## src/rtl/pva_pkg.sv

```systemverilog
// ----------------------------------------------------------------------------
// pva_pkg: shared definitions for the polyphonic voice allocator
// Field widths, stream layout, command and register codes, sequencer types.
// ----------------------------------------------------------------------------
package pva_pkg;

   // Item field widths.
   localparam int CMD_BITS       = 3;
   localparam int KEY_BITS       = 7;
   localparam int VEL_BITS       = 7;
   localparam int TRACK_BITS     = 2;
   localparam int FIN_BITS       = 4;
   localparam int VOICE_OUT_BITS = 4;
   localparam int MASK_BITS      = 16;
   localparam int COUNT_OUT_BITS = 5;
   localparam int LISTEN_BITS    = 4;

   // Number of sequencer tracks.
   localparam int TRACK_COUNT = 4;

   // Stream widths, rounded up to whole bytes.
   localparam int REQ_DATA_BITS = 24;
   localparam int RSP_DATA_BITS = 32;

   // Input data layout, lowest bit first.
   localparam int REQ_NOTE_LSB  = 0;
   localparam int REQ_VEL_LSB   = REQ_NOTE_LSB + KEY_BITS;
   localparam int REQ_TRACK_LSB = REQ_VEL_LSB + VEL_BITS;
   localparam int REQ_FIN_LSB   = REQ_TRACK_LSB + TRACK_BITS;

   // Configuration port.
   localparam int CSR_ADDR_BITS = 3;
   localparam int CSR_DATA_BITS = 32;
   localparam logic REG_LISTENING = 1'b0;

   // Command codes.
   localparam logic [CMD_BITS-1:0] CMD_NOTE_ON        = 3'd0;
   localparam logic [CMD_BITS-1:0] CMD_NOTE_OFF       = 3'd1;
   localparam logic [CMD_BITS-1:0] CMD_TRACK_NOTE_ON  = 3'd2;
   localparam logic [CMD_BITS-1:0] CMD_TRACK_NOTE_OFF = 3'd3;
   localparam logic [CMD_BITS-1:0] CMD_VOICE_FINISHED = 3'd4;

   typedef enum logic [4:0] {
      ST_IDLE   = 5'b00001,
      ST_SCAN   = 5'b00010,
      ST_COMMIT = 5'b00100,
      ST_FINISH = 5'b01000,
      ST_RESULT = 5'b10000
   } state_type;

   typedef enum logic [1:0] {
      OP_NONE,
      OP_ALLOC,
      OP_RELEASE,
      OP_FINISH
   } op_type;

endpackage

```

## src/rtl/pva_ram.sv

```systemverilog
// ----------------------------------------------------------------------------
// pva_ram: generic single-write, single-read RAM
// One write port and one read port with registered read data.
// ----------------------------------------------------------------------------
module pva_ram #(
   parameter int WIDTH = 8,
   parameter int DEPTH = 16
) (
   input  logic                     clock,
   input  logic                     wr_en,
   input  logic [$clog2(DEPTH)-1:0] wr_addr,
   input  logic [WIDTH-1:0]         wr_data,
   input  logic [$clog2(DEPTH)-1:0] rd_addr,
   output logic [WIDTH-1:0]         rd_data
);

   logic [WIDTH-1:0] mem_ff [DEPTH];
   logic [WIDTH-1:0] rd_data_ff;

   always_ff @(posedge clock) begin
      if (wr_en) begin
         mem_ff[wr_addr] <= wr_data;
      end
      rd_data_ff <= mem_ff[rd_addr];
   end

   assign rd_data = rd_data_ff;

endmodule

```

## src/rtl/poly_voice_allocator.sv

```systemverilog
// ----------------------------------------------------------------------------
// poly_voice_allocator: voice allocation for a polyphonic synthesizer
// Assigns voices to note-on items, releases voices on note-off items and
// retires voices when their envelope ends, with oldest-note stealing.
// ----------------------------------------------------------------------------
// A note-on takes the lowest inactive voice; when all voices are active it
// steals the releasing voice with the oldest start stamp, or else the oldest
// held voice, with ties going to the lower voice index. Every allocation
// stamps the voice from a running counter that wraps at STAMP_BITS. A
// note-off sends every active voice holding that note to release. A track
// note-on allocates only when the track's bit in the listening_tracks
// register is set, and a track note-off releases the note on all voices. A
// voice-finished item makes that voice inactive. Each item produces exactly
// one result item. Voice notes and stamps live in one RAM with a registered
// read, and a single sequencer sweeps it one voice per cycle through one
// shared stamp comparator. The result sits in an output register, so a new
// item is accepted while the previous result waits.
// ----------------------------------------------------------------------------
module poly_voice_allocator #(
   parameter int VOICE_COUNT = 16,
   parameter int STAMP_BITS  = 32
) (
   input  logic                               clock,
   input  logic                               reset,
   // Input items.
   input  logic                               req_tvalid,
   output logic                               req_tready,
   // note [6:0], velocity [13:7], track [15:14], finished_voice [19:16]
   input  logic [pva_pkg::REQ_DATA_BITS-1:0]  req_tdata,
   // command [2:0]
   input  logic [pva_pkg::CMD_BITS-1:0]       req_tuser,
   // Result items.
   output logic                               rsp_tvalid,
   input  logic                               rsp_tready,
   // assigned [0], assigned_voice [4:1], stolen [5], released_mask [21:6],
   // active_count [26:22]
   output logic [pva_pkg::RSP_DATA_BITS-1:0]  rsp_tdata,
   // Configuration port.
   input  logic                               csr_psel,
   input  logic                               csr_penable,
   input  logic                               csr_pwrite,
   input  logic [pva_pkg::CSR_ADDR_BITS-1:0]  csr_paddr,
   input  logic [pva_pkg::CSR_DATA_BITS-1:0]  csr_pwdata,
   output logic [pva_pkg::CSR_DATA_BITS-1:0]  csr_prdata,
   output logic                               csr_pready
);

   import pva_pkg::*;

   localparam int IDX_W   = $clog2(VOICE_COUNT);
   localparam int CNT_W   = $clog2(VOICE_COUNT + 1);
   localparam int ENTRY_W = KEY_BITS + STAMP_BITS;
   localparam logic [IDX_W-1:0] LAST_IDX = IDX_W'(VOICE_COUNT - 1);
   localparam logic [IDX_W:0]   SCAN_END = (IDX_W + 1)'(VOICE_COUNT);

   // Sequencer and item registers.
   state_type                  state_ff, state_in;
   op_type                     op_ff, op_in;
   logic [KEY_BITS-1:0]        note_ff, note_in;
   logic [IDX_W-1:0]           fin_idx_ff, fin_idx_in;

   // Sweep counter and the voice whose RAM data arrives this cycle.
   logic [IDX_W:0]             cnt_ff, cnt_in;
   logic                       proc_valid_ff, proc_valid_in;
   logic [IDX_W-1:0]           proc_idx_ff, proc_idx_in;

   // Candidates collected during the sweep.
   logic                       free_found_ff, free_found_in;
   logic [IDX_W-1:0]           free_idx_ff, free_idx_in;
   logic                       rel_found_ff, rel_found_in;
   logic [IDX_W-1:0]           rel_idx_ff, rel_idx_in;
   logic [STAMP_BITS-1:0]      rel_best_ff, rel_best_in;
   logic                       held_found_ff, held_found_in;
   logic [IDX_W-1:0]           held_idx_ff, held_idx_in;
   logic [STAMP_BITS-1:0]      held_best_ff, held_best_in;

   // Result under construction.
   logic                       res_assigned_ff, res_assigned_in;
   logic [IDX_W-1:0]           res_voice_ff, res_voice_in;
   logic                       res_stolen_ff, res_stolen_in;
   logic [MASK_BITS-1:0]       mask_ff, mask_in;

   // Voice state held in flip-flops.
   logic [VOICE_COUNT-1:0]     voice_on_ff, voice_on_in;
   logic [VOICE_COUNT-1:0]     voice_rel_ff, voice_rel_in;
   logic [CNT_W-1:0]           active_count_ff, active_count_in;
   logic [STAMP_BITS-1:0]      stamp_ctr_ff, stamp_ctr_in;
   logic [LISTEN_BITS-1:0]     listening_ff, listening_in;

   // Output register.
   logic                       rsp_tvalid_ff, rsp_tvalid_in;
   logic [RSP_DATA_BITS-1:0]   rsp_tdata_ff, rsp_tdata_in;

   // Item fields.
   logic [KEY_BITS-1:0]        req_note;
   logic [TRACK_BITS-1:0]      req_track;
   logic [FIN_BITS-1:0]        req_fin;
   logic                       req_accept;
   logic                       track_ok;

   // Voice RAM ports and sweep datapath.
   logic                       ram_wr_en;
   logic [IDX_W-1:0]           pick_idx;
   logic [ENTRY_W-1:0]         ram_rd_data;
   logic [KEY_BITS-1:0]        rd_key;
   logic [STAMP_BITS-1:0]      rd_stamp;
   logic                       cur_on;
   logic                       cur_rel;
   logic                       cat_found;
   logic [STAMP_BITS-1:0]      cat_best;
   logic                       stamp_older;
   logic                       csr_write;

   assign req_note   = req_tdata[REQ_NOTE_LSB +: KEY_BITS];
   assign req_track  = req_tdata[REQ_TRACK_LSB +: TRACK_BITS];
   assign req_fin    = req_tdata[REQ_FIN_LSB +: FIN_BITS];
   assign req_tready = (state_ff == ST_IDLE);
   assign req_accept = req_tvalid && req_tready;
   assign track_ok   = (32'(req_track) < TRACK_COUNT);

   assign csr_write  = csr_psel && csr_penable && csr_pwrite && csr_pready;
   assign csr_pready = 1'b1;
   assign csr_prdata = (csr_paddr[CSR_ADDR_BITS-1] == REG_LISTENING)
                       ? CSR_DATA_BITS'(listening_ff) : '0;

   assign rd_key   = ram_rd_data[STAMP_BITS +: KEY_BITS];
   assign rd_stamp = ram_rd_data[STAMP_BITS-1:0];
   assign cur_on   = voice_on_ff[proc_idx_ff];
   assign cur_rel  = voice_rel_ff[proc_idx_ff];

   // The one stamp comparator serves whichever group the current voice is in.
   assign cat_found   = cur_rel ? rel_found_ff : held_found_ff;
   assign cat_best    = cur_rel ? rel_best_ff : held_best_ff;
   assign stamp_older = (rd_stamp < cat_best);

   // Victim choice: a free voice first, then the oldest releasing one, then
   // the oldest held one.
   always_comb begin
      priority if (free_found_ff) begin
         pick_idx = free_idx_ff;
      end else if (rel_found_ff) begin
         pick_idx = rel_idx_ff;
      end else begin
         pick_idx = held_idx_ff;
      end
   end

   assign ram_wr_en = (state_ff == ST_COMMIT);

   pva_ram #(
      .WIDTH (ENTRY_W),
      .DEPTH (VOICE_COUNT)
   ) u_voice_ram (
      .clock   (clock),
      .wr_en   (ram_wr_en),
      .wr_addr (pick_idx),
      .wr_data ({note_ff, stamp_ctr_ff}),
      .rd_addr (cnt_ff[IDX_W-1:0]),
      .rd_data (ram_rd_data)
   );

   always_comb begin
      state_in        = state_ff;
      op_in           = op_ff;
      note_in         = note_ff;
      fin_idx_in      = fin_idx_ff;
      cnt_in          = cnt_ff;
      proc_valid_in   = 1'b0;
      proc_idx_in     = cnt_ff[IDX_W-1:0];
      free_found_in   = free_found_ff;
      free_idx_in     = free_idx_ff;
      rel_found_in    = rel_found_ff;
      rel_idx_in      = rel_idx_ff;
      rel_best_in     = rel_best_ff;
      held_found_in   = held_found_ff;
      held_idx_in     = held_idx_ff;
      held_best_in    = held_best_ff;
      res_assigned_in = res_assigned_ff;
      res_voice_in    = res_voice_ff;
      res_stolen_in   = res_stolen_ff;
      mask_in         = mask_ff;
      voice_on_in     = voice_on_ff;
      voice_rel_in    = voice_rel_ff;
      active_count_in = active_count_ff;
      stamp_ctr_in    = stamp_ctr_ff;
      listening_in    = listening_ff;
      rsp_tvalid_in   = rsp_tvalid_ff && !rsp_tready;
      rsp_tdata_in    = rsp_tdata_ff;

      if (csr_write && (csr_paddr[CSR_ADDR_BITS-1] == REG_LISTENING)) begin
         listening_in = csr_pwdata[LISTEN_BITS-1:0];
      end

      unique case (state_ff)
         ST_IDLE: begin
            if (req_accept) begin
               note_in         = req_note;
               fin_idx_in      = IDX_W'(req_fin);
               cnt_in          = '0;
               free_found_in   = 1'b0;
               free_idx_in     = '0;
               rel_found_in    = 1'b0;
               rel_idx_in      = '0;
               held_found_in   = 1'b0;
               held_idx_in     = '0;
               res_assigned_in = 1'b0;
               res_voice_in    = '0;
               res_stolen_in   = 1'b0;
               mask_in         = '0;
               op_in           = OP_NONE;
               unique case (req_tuser)
                  CMD_NOTE_ON: begin
                     op_in = OP_ALLOC;
                  end
                  CMD_NOTE_OFF: begin
                     op_in = OP_RELEASE;
                  end
                  CMD_TRACK_NOTE_ON: begin
                     if (track_ok && listening_ff[req_track]) begin
                        op_in = OP_ALLOC;
                     end
                  end
                  CMD_TRACK_NOTE_OFF: begin
                     if (track_ok) begin
                        op_in = OP_RELEASE;
                     end
                  end
                  CMD_VOICE_FINISHED: begin
                     if (32'(req_fin) < VOICE_COUNT) begin
                        op_in = OP_FINISH;
                     end
                  end
                  default: begin
                     op_in = OP_NONE;
                  end
               endcase
               unique case (op_in)
                  OP_ALLOC,
                  OP_RELEASE: state_in = ST_SCAN;
                  OP_FINISH:  state_in = ST_FINISH;
                  default:    state_in = ST_RESULT;
               endcase
            end
         end

         ST_SCAN: begin
            // Issue one RAM read per cycle; its data is examined in the next cycle.
            if (cnt_ff < SCAN_END) begin
               proc_valid_in = 1'b1;
               cnt_in        = cnt_ff + 1'b1;
            end
            if (proc_valid_ff) begin
               if (op_ff == OP_ALLOC) begin
                  if (!cur_on && !free_found_ff) begin
                     free_found_in = 1'b1;
                     free_idx_in   = proc_idx_ff;
                  end
                  if (cur_on && (!cat_found || stamp_older)) begin
                     if (cur_rel) begin
                        rel_found_in = 1'b1;
                        rel_idx_in   = proc_idx_ff;
                        rel_best_in  = rd_stamp;
                     end else begin
                        held_found_in = 1'b1;
                        held_idx_in   = proc_idx_ff;
                        held_best_in  = rd_stamp;
                     end
                  end
               end else if (cur_on && (rd_key == note_ff)) begin
                  voice_rel_in[proc_idx_ff] = 1'b1;
                  // Only voices 0 to 15 have a bit in the released mask.
                  mask_in = mask_ff | (MASK_BITS'(1) << proc_idx_ff);
               end
               if (proc_idx_ff == LAST_IDX) begin
                  state_in = (op_ff == OP_ALLOC) ? ST_COMMIT : ST_RESULT;
               end
            end
         end

         ST_COMMIT: begin
            res_assigned_in        = 1'b1;
            res_voice_in           = pick_idx;
            res_stolen_in          = !free_found_ff;
            voice_on_in[pick_idx]  = 1'b1;
            voice_rel_in[pick_idx] = 1'b0;
            stamp_ctr_in           = stamp_ctr_ff + 1'b1;
            if (free_found_ff) begin
               active_count_in = active_count_ff + 1'b1;
            end
            state_in = ST_RESULT;
         end

         ST_FINISH: begin
            if (voice_on_ff[fin_idx_ff]) begin
               active_count_in = active_count_ff - 1'b1;
            end
            voice_on_in[fin_idx_ff]  = 1'b0;
            voice_rel_in[fin_idx_ff] = 1'b0;
            state_in                 = ST_RESULT;
         end

         ST_RESULT: begin
            // Hand the result over once the output register is free.
            if (!rsp_tvalid_ff || rsp_tready) begin
               rsp_tvalid_in = 1'b1;
               rsp_tdata_in  = {5'b0,
                                COUNT_OUT_BITS'(active_count_ff),
                                mask_ff,
                                res_stolen_ff,
                                VOICE_OUT_BITS'(res_voice_ff),
                                res_assigned_ff};
               state_in      = ST_IDLE;
            end
         end

         default: begin
            state_in = ST_IDLE;
         end
      endcase
   end

   // Control state.
   always_ff @(posedge clock) begin
      if (reset) begin
         state_ff        <= ST_IDLE;
         proc_valid_ff   <= 1'b0;
         voice_on_ff     <= '0;
         voice_rel_ff    <= '0;
         active_count_ff <= '0;
         stamp_ctr_ff    <= '0;
         listening_ff    <= '0;
         rsp_tvalid_ff   <= 1'b0;
      end else begin
         state_ff        <= state_in;
         proc_valid_ff   <= proc_valid_in;
         voice_on_ff     <= voice_on_in;
         voice_rel_ff    <= voice_rel_in;
         active_count_ff <= active_count_in;
         stamp_ctr_ff    <= stamp_ctr_in;
         listening_ff    <= listening_in;
         rsp_tvalid_ff   <= rsp_tvalid_in;
      end
   end

   // Working registers of the current item.
   always_ff @(posedge clock) begin
      op_ff           <= op_in;
      note_ff         <= note_in;
      fin_idx_ff      <= fin_idx_in;
      cnt_ff          <= cnt_in;
      proc_idx_ff     <= proc_idx_in;
      free_found_ff   <= free_found_in;
      free_idx_ff     <= free_idx_in;
      rel_found_ff    <= rel_found_in;
      rel_idx_ff      <= rel_idx_in;
      rel_best_ff     <= rel_best_in;
      held_found_ff   <= held_found_in;
      held_idx_ff     <= held_idx_in;
      held_best_ff    <= held_best_in;
      res_assigned_ff <= res_assigned_in;
      res_voice_ff    <= res_voice_in;
      res_stolen_ff   <= res_stolen_in;
      mask_ff         <= mask_in;
      rsp_tdata_ff    <= rsp_tdata_in;
   end

   assign rsp_tvalid = rsp_tvalid_ff;
   assign rsp_tdata  = rsp_tdata_ff;

   // The running count must always match the number of active voices.
   a_count_tracks: assert property (@(posedge clock) disable iff (reset)
      32'(active_count_ff) == $countones(voice_on_ff))
      else $error("active voice count out of step with voice state");

   // Only an active voice can be in its release phase.
   a_release_needs_on: assert property (@(posedge clock) disable iff (reset)
      (voice_rel_ff & ~voice_on_ff) == '0)
      else $error("inactive voice marked as releasing");

   // An allocation leaves the chosen voice active and held.
   a_commit_sets_voice: assert property (@(posedge clock) disable iff (reset)
      state_ff == ST_COMMIT |=>
         voice_on_ff[$past(pick_idx)] && !voice_rel_ff[$past(pick_idx)])
      else $error("allocated voice not left active and held");

endmodule
```

## config.mk

```make
export PLATFORM = sky130hd
export DESIGN_NAME = poly_voice_allocator
export DESIGN_NICKNAME = d
export VERILOG_FILES = /design/src/rtl/pva_pkg.sv /design/src/rtl/pva_ram.sv /design/src/rtl/poly_voice_allocator.sv
export SDC_FILE = /design/constraint.sdc
export NUM_CORES = 1
export LEC_CHECK = 0
export BUFFER_PORTS_ARGS = -buffer_cell sky130_fd_sc_hd__clkbuf_2
export CAP_MARGIN = 5
export CORE_UTILIZATION = 60
export DETAILED_ROUTE_END_ITERATION = 10
export PLACE_DENSITY = 0.78
export SKIP_CTS_REPAIR_TIMING = 1
export SLEW_MARGIN = 20
export SYNTH_ARGS = -nofsm -noshare
export SYNTH_HDL_FRONTEND = slang
export SYNTH_SLANG_ARGS = --single-unit
```

## constraint.sdc

```tcl
create_clock -name clock -period 6.6 [get_ports clock]
set_input_delay 0.99 -clock clock [delete_from_list [all_inputs] [get_ports clock]]
set_output_delay 0.99 -clock clock [all_outputs]
set_load 0.05 [all_outputs]
```

# Word-level counts from Yosys, hierarchy flattened

Memories as Yosys holds them, arrays and structs flattened. A register that Yosys moved wholly into a read port is not among the register bits.
Index checks and enable logic that the tools add are counted.

$lt $le $gt $ge: 9
Shift operators: 1
Bitwise operators: 11
Eq/ne operators: 29
Mux-type cells: 84
Reduce and logical (&&, ||, !) cells: 40
Add/sub/neg operators: 4

Operators with widths:

| kind                                                               | number |
|---|---|
| two-way mux 16 bit                                                 | 7 |
| one-hot mux 16 bit (2 select lines)                                | 2 |
| two-way mux 4 bit                                                  | 15 |
| bitwise AND 16 bit                                                 | 3 |
| OR 16 bit                                                          | 3 |
| one-hot mux 16 bit (3 select lines)                                | 1 |
| two-way mux 5 bit                                                  | 9 |
| adder 32 x 1 -> 32 bit (second input constant)                     | 1 |
| < comparator 32 bit                                                | 1 |
| two-way mux 32 bit                                                 | 1 |
| inverter 16 bit                                                    | 2 |
| one-hot mux 4 bit (2 select lines)                                 | 4 |
| one-hot mux 5 bit (2 select lines)                                 | 3 |
| two-way mux 1 bit                                                  | 26 |
| inequality test 2 bit (second input constant)                      | 13 |
| one-hot mux 5 bit (4 select lines)                                 | 1 |
| AND reduction 5 bit                                                | 4 |
| << shifter 1 x 4 -> 16 bit (first input constant)                  | 1 |
| < comparator 4 x 5 -> 1 bit (second input constant)                | 3 |
| binary-select mux 1 bit (select 4 bit)                             | 3 |
| demux 1 bit (select 4 bit)                                         | 3 |
| greater-or-equal comparator 4 x 1 -> 1 bit (second input constant) | 3 |
| AND reduction 6 bit                                                | 2 |
| logical AND 1 bit                                                  | 11 |
| other kinds (31)                                                   | 56 |

Bits of input ports: 69
Bits in writable memories: 624
Memories: 1
Register bits after elaboration: 230
Output and inout port bits: 67
Logic and storage cells: 205

Memories:

| name               | depth | width | read ports | clocked after Yosys merged registers in | write ports | line          | source |
|---|---|---|---|---|---|---|---|
| u_voice_ram.mem_ff | 16    | 39    | 1          | 1                                       | 1           | pva_ram.sv:17 | `logic [WIDTH-1:0] mem_ff [DEPTH];` |

# Longest topological paths before layout

Gate-level depths: netlist (run 1).

Word-level depth: 11
Gate-level depth with buffers: 15
Mapped depth without buffers: 12

# By module

A second synthesis (run 1) with hierarchy kept.

Cells, all modules: 1905
Area, all modules: 34797.1 µm²

By module, submodules not included:

| module               | instances | area an instance (µm²) | cells each | sequential area each (µm²) |
|---|---|---|---|---|
| pva_ram              | 1         | 24185.7                | 1014       | 19518.7 |
| poly_voice_allocator | 1         | 10611.4                | 891        | 6065.8 |

# Worst setup path after synthesis (run 1)

No wires, ideal clock.

Path kind: register to register
Start: reg proc_idx_ff[0]
End: reg held_best_ff[0] (enable)
Arrival time: 4.949 ns
Required time: 6.159 ns
Stages on the path, launching flop included: 16
Setup slack: 1.210 ns
Library setup time: 0.441 ns
Period minus slack after synthesis: 5.390 ns
Buffers on the path: 3
Path through: dfxtp_1 > buf_6 > buf_6 > mux2_1 > or3_1 > nand4_2 > mux2i_2 > buf_2 > mux2i_1 > ha_1 > a21oi_1 > o21ai_0 > o211a_1 > nor4_1 > o311ai_4 > a31oi_1

Cells in the longest elaborated chain, start to end: 7
Elaborated cells between the ends (all ways): 12
Those cells by class: order compare: 1; mux: 6; bitwise: 1; reduce/logical: 4

Ends and longest elaborated chain:

| item                                                     | line                                                     | source |
|---|---|---|
| from (decl)                                              | poly_voice_allocator.sv:65                               | `logic [IDX_W-1:0] proc_idx_ff, proc_idx_in;` |
| from (signal assigned)                                   | poly_voice_allocator.sv:351                              | `proc_idx_ff <= proc_idx_in;` |
| binary-select mux 1 bit (select 4 bit)                   | poly_voice_allocator.sv:129                              | `assign cur_rel = voice_rel_ff[proc_idx_ff];` |
| two-way mux 1 bit (implied by the code)                  | poly_voice_allocator.sv:129                              |  |
| two-way mux 32 bit or two-way mux 1 bit (tied branches)  | poly_voice_allocator.sv:133, poly_voice_allocator.sv:132 |  |
| < comparator 32 bit or logical NOT 1 bit (tied branches) | poly_voice_allocator.sv:134, poly_voice_allocator.sv:258 |  |
| logical OR 1 bit                                         | poly_voice_allocator.sv:258                              | `if (cur_on && (!cat_found \|\| stamp_older)) begin` |
| logical AND 1 bit                                        | poly_voice_allocator.sv:258                              |  |
| AND reduction 5 bit (no line) *                          | --                                                       |  |
| to (signal assigned)                                     | poly_voice_allocator.sv:359                              | `held_best_ff <= held_best_in;` |
| to (decl)                                                | poly_voice_allocator.sv:75                               | `logic [STAMP_BITS-1:0] held_best_ff, held_best_in;` |

Every way passes the cells marked *; elsewhere a longest branch is shown, timed or not. The select of a mux whose other input is x is not followed.
A chain may end at the register's enable or synchronous reset.

# Worst setup path in the final report (run 1)

Start: reg proc_idx_ff[0]
End: reg rel_best_ff[30] (enable)

Cells in the longest elaborated chain, start to end: 7
Elaborated cells between the ends (all ways): 11
Those cells by class: order compare: 1; mux: 6; reduce/logical: 4

Ends and longest elaborated chain:

| item                                                     | line                                                     | source |
|---|---|---|
| binary-select mux 1 bit (select 4 bit)                   | poly_voice_allocator.sv:129                              |  |
| two-way mux 1 bit (implied by the code)                  | poly_voice_allocator.sv:129                              |  |
| two-way mux 32 bit or two-way mux 1 bit (tied branches)  | poly_voice_allocator.sv:133, poly_voice_allocator.sv:132 |  |
| < comparator 32 bit or logical NOT 1 bit (tied branches) | poly_voice_allocator.sv:134, poly_voice_allocator.sv:258 |  |
| logical OR 1 bit                                         | poly_voice_allocator.sv:258                              |  |
| logical AND 1 bit                                        | poly_voice_allocator.sv:258                              |  |
| AND reduction 5 bit (no line) *                          | --                                                       |  |
| to (signal assigned)                                     | poly_voice_allocator.sv:356                              | `rel_best_ff <= rel_best_in;` |
| to (decl)                                                | poly_voice_allocator.sv:72                               | `logic [STAMP_BITS-1:0] rel_best_ff, rel_best_in;` |

Marked as above.

==> flow_summary.toml, run 1 <==
[outcome]
run_status = "complete, no violations"

[setup_path]
ff2ff_path_depth = 12
end_kind = "flip-flop"
reg2reg_slack_ns = 1.42
worstPathArrival_ns = 5.44
r2r-end = "rel_best_ff[30]"
cp.required_ns = 6.86
worstSetupPathType = "flip-flop to flip-flop"
reg2reg_from = "proc_idx_ff[0]"
startpoint_type = "flip-flop"
setup.worst_path.start = "proc_idx_ff[0]"
crit_fanout = 32

[logic_synthesis]
synth-edff-count = 770
synth-seq-area-share_pct = 73.9
ys.warnings.count = 0
synth_commonest_cells = "770 x edfxtp_1, 208 x mux4_2, 123 x dfxtp_1"
synth_seq_cells = 893
postSynthAreaPerCell_um2 = 19.2
ys.flop_type = "edfxtp_1"
synthArstFlopShare_pct = 0
yosys.area.top_type_share_pct = 66.8
synth.distinct_cells = 68
synth.most_common_cell = "edfxtp_1"
synth_area_leaders = "edfxtp_1 67%, mux4_2 14%, dfxtp_1 7.1%"
syn_inst = 1799
yosysTopAreaCell = "edfxtp_1"
netlist_area_mm2 = 0.0346

[finish]
n_fill_cell = 3468
area_growth_pct = 11.5
drive_above_1_share_pct = 23.6
nNetsFinal = 2008

[global_routing]
grt_pass1_wl_mm = 110
grt_max_degree = 160
grt_overflow_total = 0
grt_usage_pct = 25.5
grt_pass1_vias = 17900
antenna_found_initial = 1

[flow_run]
drv_cap = 0

[sta]
rsz0062_at_grt = "false"
finalClockSkew_ns = 0.0328
finalSetupTns_ns = 0
finalSetupViolCount = 0
post-route-min-period_ns = 5.18
achievable-frequency_ghz = 0.193
worst_pin_slew_ns = 1.19
timing.hold.ws_ns = 0.422
hold_viol_final = 0
period_share_pct = 78.6
slew_headroom_pct = 20.9
finalMaxSlewViolations = 0

[detailed_routing]
first_pass_iters = 5
final_antenna_net_count = 0
wl_mm = 73.2
first_iter_violations = 1837
viasPerCell = 6.38
wl_per_cell_um = 26.8
routed-via-count = 17400
drc = 0

[cts]
clk_pin_slew_ns = 0.06
h-tree-depth = 3
clkSinkCount = 893
cts_tree = "built"
cts_root_buf = "clkbuf_16"
insertion_delay_ns = 0.64
cts_buffers = 88
clk_path_buf_depth = 3

[min_path]
hold_path.class = "flip-flop to flip-flop"
min_to = "rsp_tdata[3]"
min_path_cells = 0
worstHoldStart = "res_voice_ff[2]"

[floorplan]
die-area_mm2 = 0.0587
die_y_um = 242
rows = 87
start_util_pct = 61.1
io_pins = 136
dieWidth_um = 242
core_mm2 = 0.0567

[power_and_ir_drop]
leakage_nw = 12.8
peakVddDrop_mv = 0.270
power_density_mw_per_mm2 = 359

[placed_design]
portBuffers = 60
gp_congestion = 0.911
dp_hpwl_mm = 37.8
-- worst max path at each step --
stage | end | slack [ns] | cells after the start
global placement | held_best_ff[26] | 1.47 | 13
global route | held_best_ff[29] | 1.12 | 13
CTS | held_best_ff[28] | 1.39 | 12
finish | rel_best_ff[30] | 1.42 | 12
floorplan | held_best_ff[0] | 1.21 | 15
detailed placement | held_best_ff[26] | 1.46 | 12
-- worst max-delay path, stage by stage, from the launching register on --
cell,delay [ns]
dfxtp_1,0.90
mux4_2,0.62
mux2i_2,0.38
mux2i_4,0.12
buf_4,0.26
mux2i_1,0.23
ha_1,0.29
and4_1,0.20
a221oi_1,0.35
o31a_1,0.33
o21ai_0,0.40
a31oi_4,0.29
buf_4,0.42
-- cells by family (layout without fill, tap and decap cells) --
| logic type | after synthesis | after routing | synth area share (%) |
|---|---|---|---|
| flops | 893 | 893 | 73.9 |
| simple gates | 312 | 312 | 4.51 |
| mux | 258 | 258 | 15.0 |
| buf+inv | 133 | 276 | 1.94 |
| compound gates | 119 | 119 | 2.12 |
| xor+xnor | 43 | 43 | 1.09 |
| fa+ha+maj | 39 | 39 | 1.43 |
| other cells | 2 | 35 | 0.0217 |
-- per-layer routing --
metal,share of wire (%),vias up,global-route usage (%)
li1,-,7360,-
met1,39,9085,34.2
met2,51,822,42.5
met3,7.4,152,4.34
met4,2.6,2,9.03
met5,0.011,-,0
-- flip-flops by register name, indices dropped and copies added (netlist names), 5 cells and up --
| register | flops |
|---|---|
| u_voice_ram.mem_ff | 624 |
| u_voice_ram.rd_data | 39 |
| held_best_ff | 32 |
| rel_best_ff | 32 |
| stamp_ctr_ff | 32 |
| rsp_tdata | 27 |
| mask_ff | 16 |
| voice_on_ff | 16 |
| voice_rel_ff | 16 |
| note_ff | 7 |
| active_count_ff | 5 |
| cnt_ff | 5 |
| state_ff | 5 |
-- area by class of cell --
cell class / count / area [um^2] / share of cell area, %
repair buffers: 89 / 547 / 1.42
multi-input cells: 805 / 8570 / 22.2
clock buffers: 118 / 2430 / 6.29
inverters: 23 / 95.1 / 0.246
well taps: 756 / 946 / 2.45
clock inverters: 46 / 429 / 1.11
flip-flops and latches: 893 / 25600 / 66.3
diodes: 1 / 2.50 / 0.00648
-- metrics by stage --
stage / power (mW) / cells / setup WS (ns) / instance area (um^2) / util [%]
detailed placement: 9.01 / 2566 / 1.46 / 35700 / 63.0
global placement: 8.96 / 2565 / 1.47 / 35700 / 63.0
CTS: 13.9 / 2730 / 1.39 / 38600 / 68.1
finish: 13.8 / 2731 / 1.42 / 38600 / 68.1
global route: 14.3 / 2730 / 1.12 / 38600 / 68.1
floorplan: 8.44 / 1831 / 1.21 / 34700 / -
-- cell usage in the layout (no fill, tap or decap), types with 9 or more instances in the layout --
cell / n
a21oi_1: 54
and3_1: 17
buf_4: 26
clkbuf_1: 20
clkbuf_16: 89
clkbuf_2: 59
clkbuf_8: 9
clkinv_1: 13
clkinv_2: 23
conb_1: 34
dfxtp_1: 123
edfxtp_1: 770
ha_1: 38
inv_1: 10
mux2i_1: 47
mux4_2: 208
nand2_1: 74
nand3_1: 34
nand4_1: 16
nor2_1: 91
nor2b_1: 13
nor3_1: 11
o21ai_0: 16
xnor2_1: 12
xor2_1: 31
-- power breakdown --
group          leakage, nW  total, mW  switching [mW]  internal, mW
Clock                 1.39       4.93            2.06          2.86
Combinational         3.28       2.16            1.16          1.00
Sequential            8.11       6.76           0.301          6.46
Note: power is estimated with default switching activity, not from simulation.
==> inputs of run 2 (changes only) <==
Settings changed: CORE_UTILIZATION 60 to 55, PLACE_DENSITY 0.78 to 0.75.
Clock period 6.6 ns to 4.25 ns, I/O delays scaled along.
==> flow_summary.toml, run 2 (same netlist as run 1, synthesis figures left out) <==
[finish]
nNetsFinal = 2025
area_growth_pct = 12.5
fin_area_mm2 = 0.0390
largest_reg_flops = 624
insertedDiodeCount = 0
final_cell_mix = "770 x edfxtp_1, 208 x mux4_2, 122 x dfxtp_1"
largest_register = "u_voice_ram.mem_ff"
mostFrequentLayoutCell = "edfxtp_1"
drive_above_1_share_pct = 24.5

[setup_path]
crit_family = "compound AO/OA/AOI/OAI gates"
crit_fanout = 32
path_buf_inv = 3
cp.required_ns = 4.56
setup.worst_path.start = "proc_idx_ff[1]"
startpoint_type = "flip-flop"
worstPathArrival_ns = 4.26
slowest_delay_ns = 0.59
end_kind = "flip-flop"
crit_slowest_cell = "dfxtp_1"
cpMostUsedCell = "buf_4"
reg2reg_from = "proc_idx_ff[1]"
worstPathCellList = "or3_1, nand4_2, mux2i_4, buf_4, mux2i_1, ha_1, a211oi_1, nand2_1, nor3_1, o31a_1, o21ai_0, buf_4, a31oi_4, buf_12"
reg2reg_slack_ns = 0.30
worstSetupPathType = "flip-flop to flip-flop"

[floorplan]
dieWidth_um = 253
start_util_pct = 55.9
rows = 91
io_pins = 136
die_y_um = 253
die-area_mm2 = 0.0640
core_mm2 = 0.0619

[detailed_routing]
first_iter_violations = 1675
first_pass_iters = 5
wl_mm = 74.4
viasPerCell = 6.11
routed-via-count = 17300
wl_per_cell_um = 26.3
drc = 0
final_antenna_net_count = 0

[sta]
rsz0062_at_grt = "false"
post-route-min-period_ns = 3.95
period_share_pct = 92.9
hold_viol_final = 0
finalMaxSlewViolations = 0
achievable-frequency_ghz = 0.253
finalSetupViolCount = 0
worst_pin_slew_ns = 1.05
slew_headroom_pct = 29.2
finalClockSkew_ns = 0.0196
timing.hold.ws_ns = 0.190
finalSetupTns_ns = 0

[power_and_ir_drop]
leakage_nw = 12.9
power_density_mw_per_mm2 = 553
peakVddDrop_mv = 0.399

[cts]
cts_root_buf = "clkbuf_16"
clk_path_buf_depth = 3
h-tree-depth = 3
clk_pin_slew_ns = 0.06
clkSinkCount = 893
cts_tree = "built"
cts_buffers = 85
insertion_delay_ns = 0.63

[flow_run]
drv_cap = 0

[placed_design]
place_area_mm2 = 0.0361
dp_hpwl_mm = 40.3
portBuffers = 60
gp_congestion = 0.875

[min_path]
worstHoldStart = "req_tdata[1]"
hold_path.class = "input pin to flip-flop"

[global_routing]
grt_usage_pct = 23.9
grt_max_degree = 159
grt_pass1_vias = 17400
grt_pass1_wl_mm = 111
grt_overflow_total = 0
antenna_found_initial = 1

[outcome]
run_status = "complete, no violations"
## run 2: per-stage QoR
stage               cells  setup slack (ns)  utilization [%]  power, mW
floorplan            1831            -0.382                -       13.1
global placement     2666             0.104             58.3       14.1
detailed placement   2666            0.0384             58.3       14.1
CTS                  2823            0.0444             62.9       21.6
global route         2824            0.0651             62.9       22.3
finish               2824             0.302             62.9       21.5
## run 2: final cells by class
type | instances | area, um^2
clock inverter | 43 | 478
timing repair buffer | 109 | 831
tap | 837 | 1050
multi-input combinational | 805 | 8580
fill | 4199 | 23000
clock buffer | 114 | 2340
inverter | 23 | 95.1
sequential | 893 | 25600
## run 2: final timing paths
path,endpoint,cells past startpoint
max reg2reg,rel_best_ff[30],14
min,note_ff[1],1
min reg2reg,rsp_tdata[2],0
max,rel_best_ff[30],14
## run 2: report_power, final
group / total, mW / switching, mW / internal (mW)
Sequential: 10.5 / 0.421 / 10.0
Combinational: 3.50 / 1.87 / 1.63
Clock: 7.58 / 3.16 / 4.42
Total: 21.5 / 5.45 / 16.1
## run 2: layer usage
metal | global-route usage, % | vias to the layer above | part of all wire [%]
met1 | 33.8 | 8970 | 40
met5 | 0 | - | 0
met2 | 38.6 | 774 | 50
li1 | - | 7401 | -
met4 | 7.93 | 0 | 2.3
met3 | 3.42 | 122 | 7.5
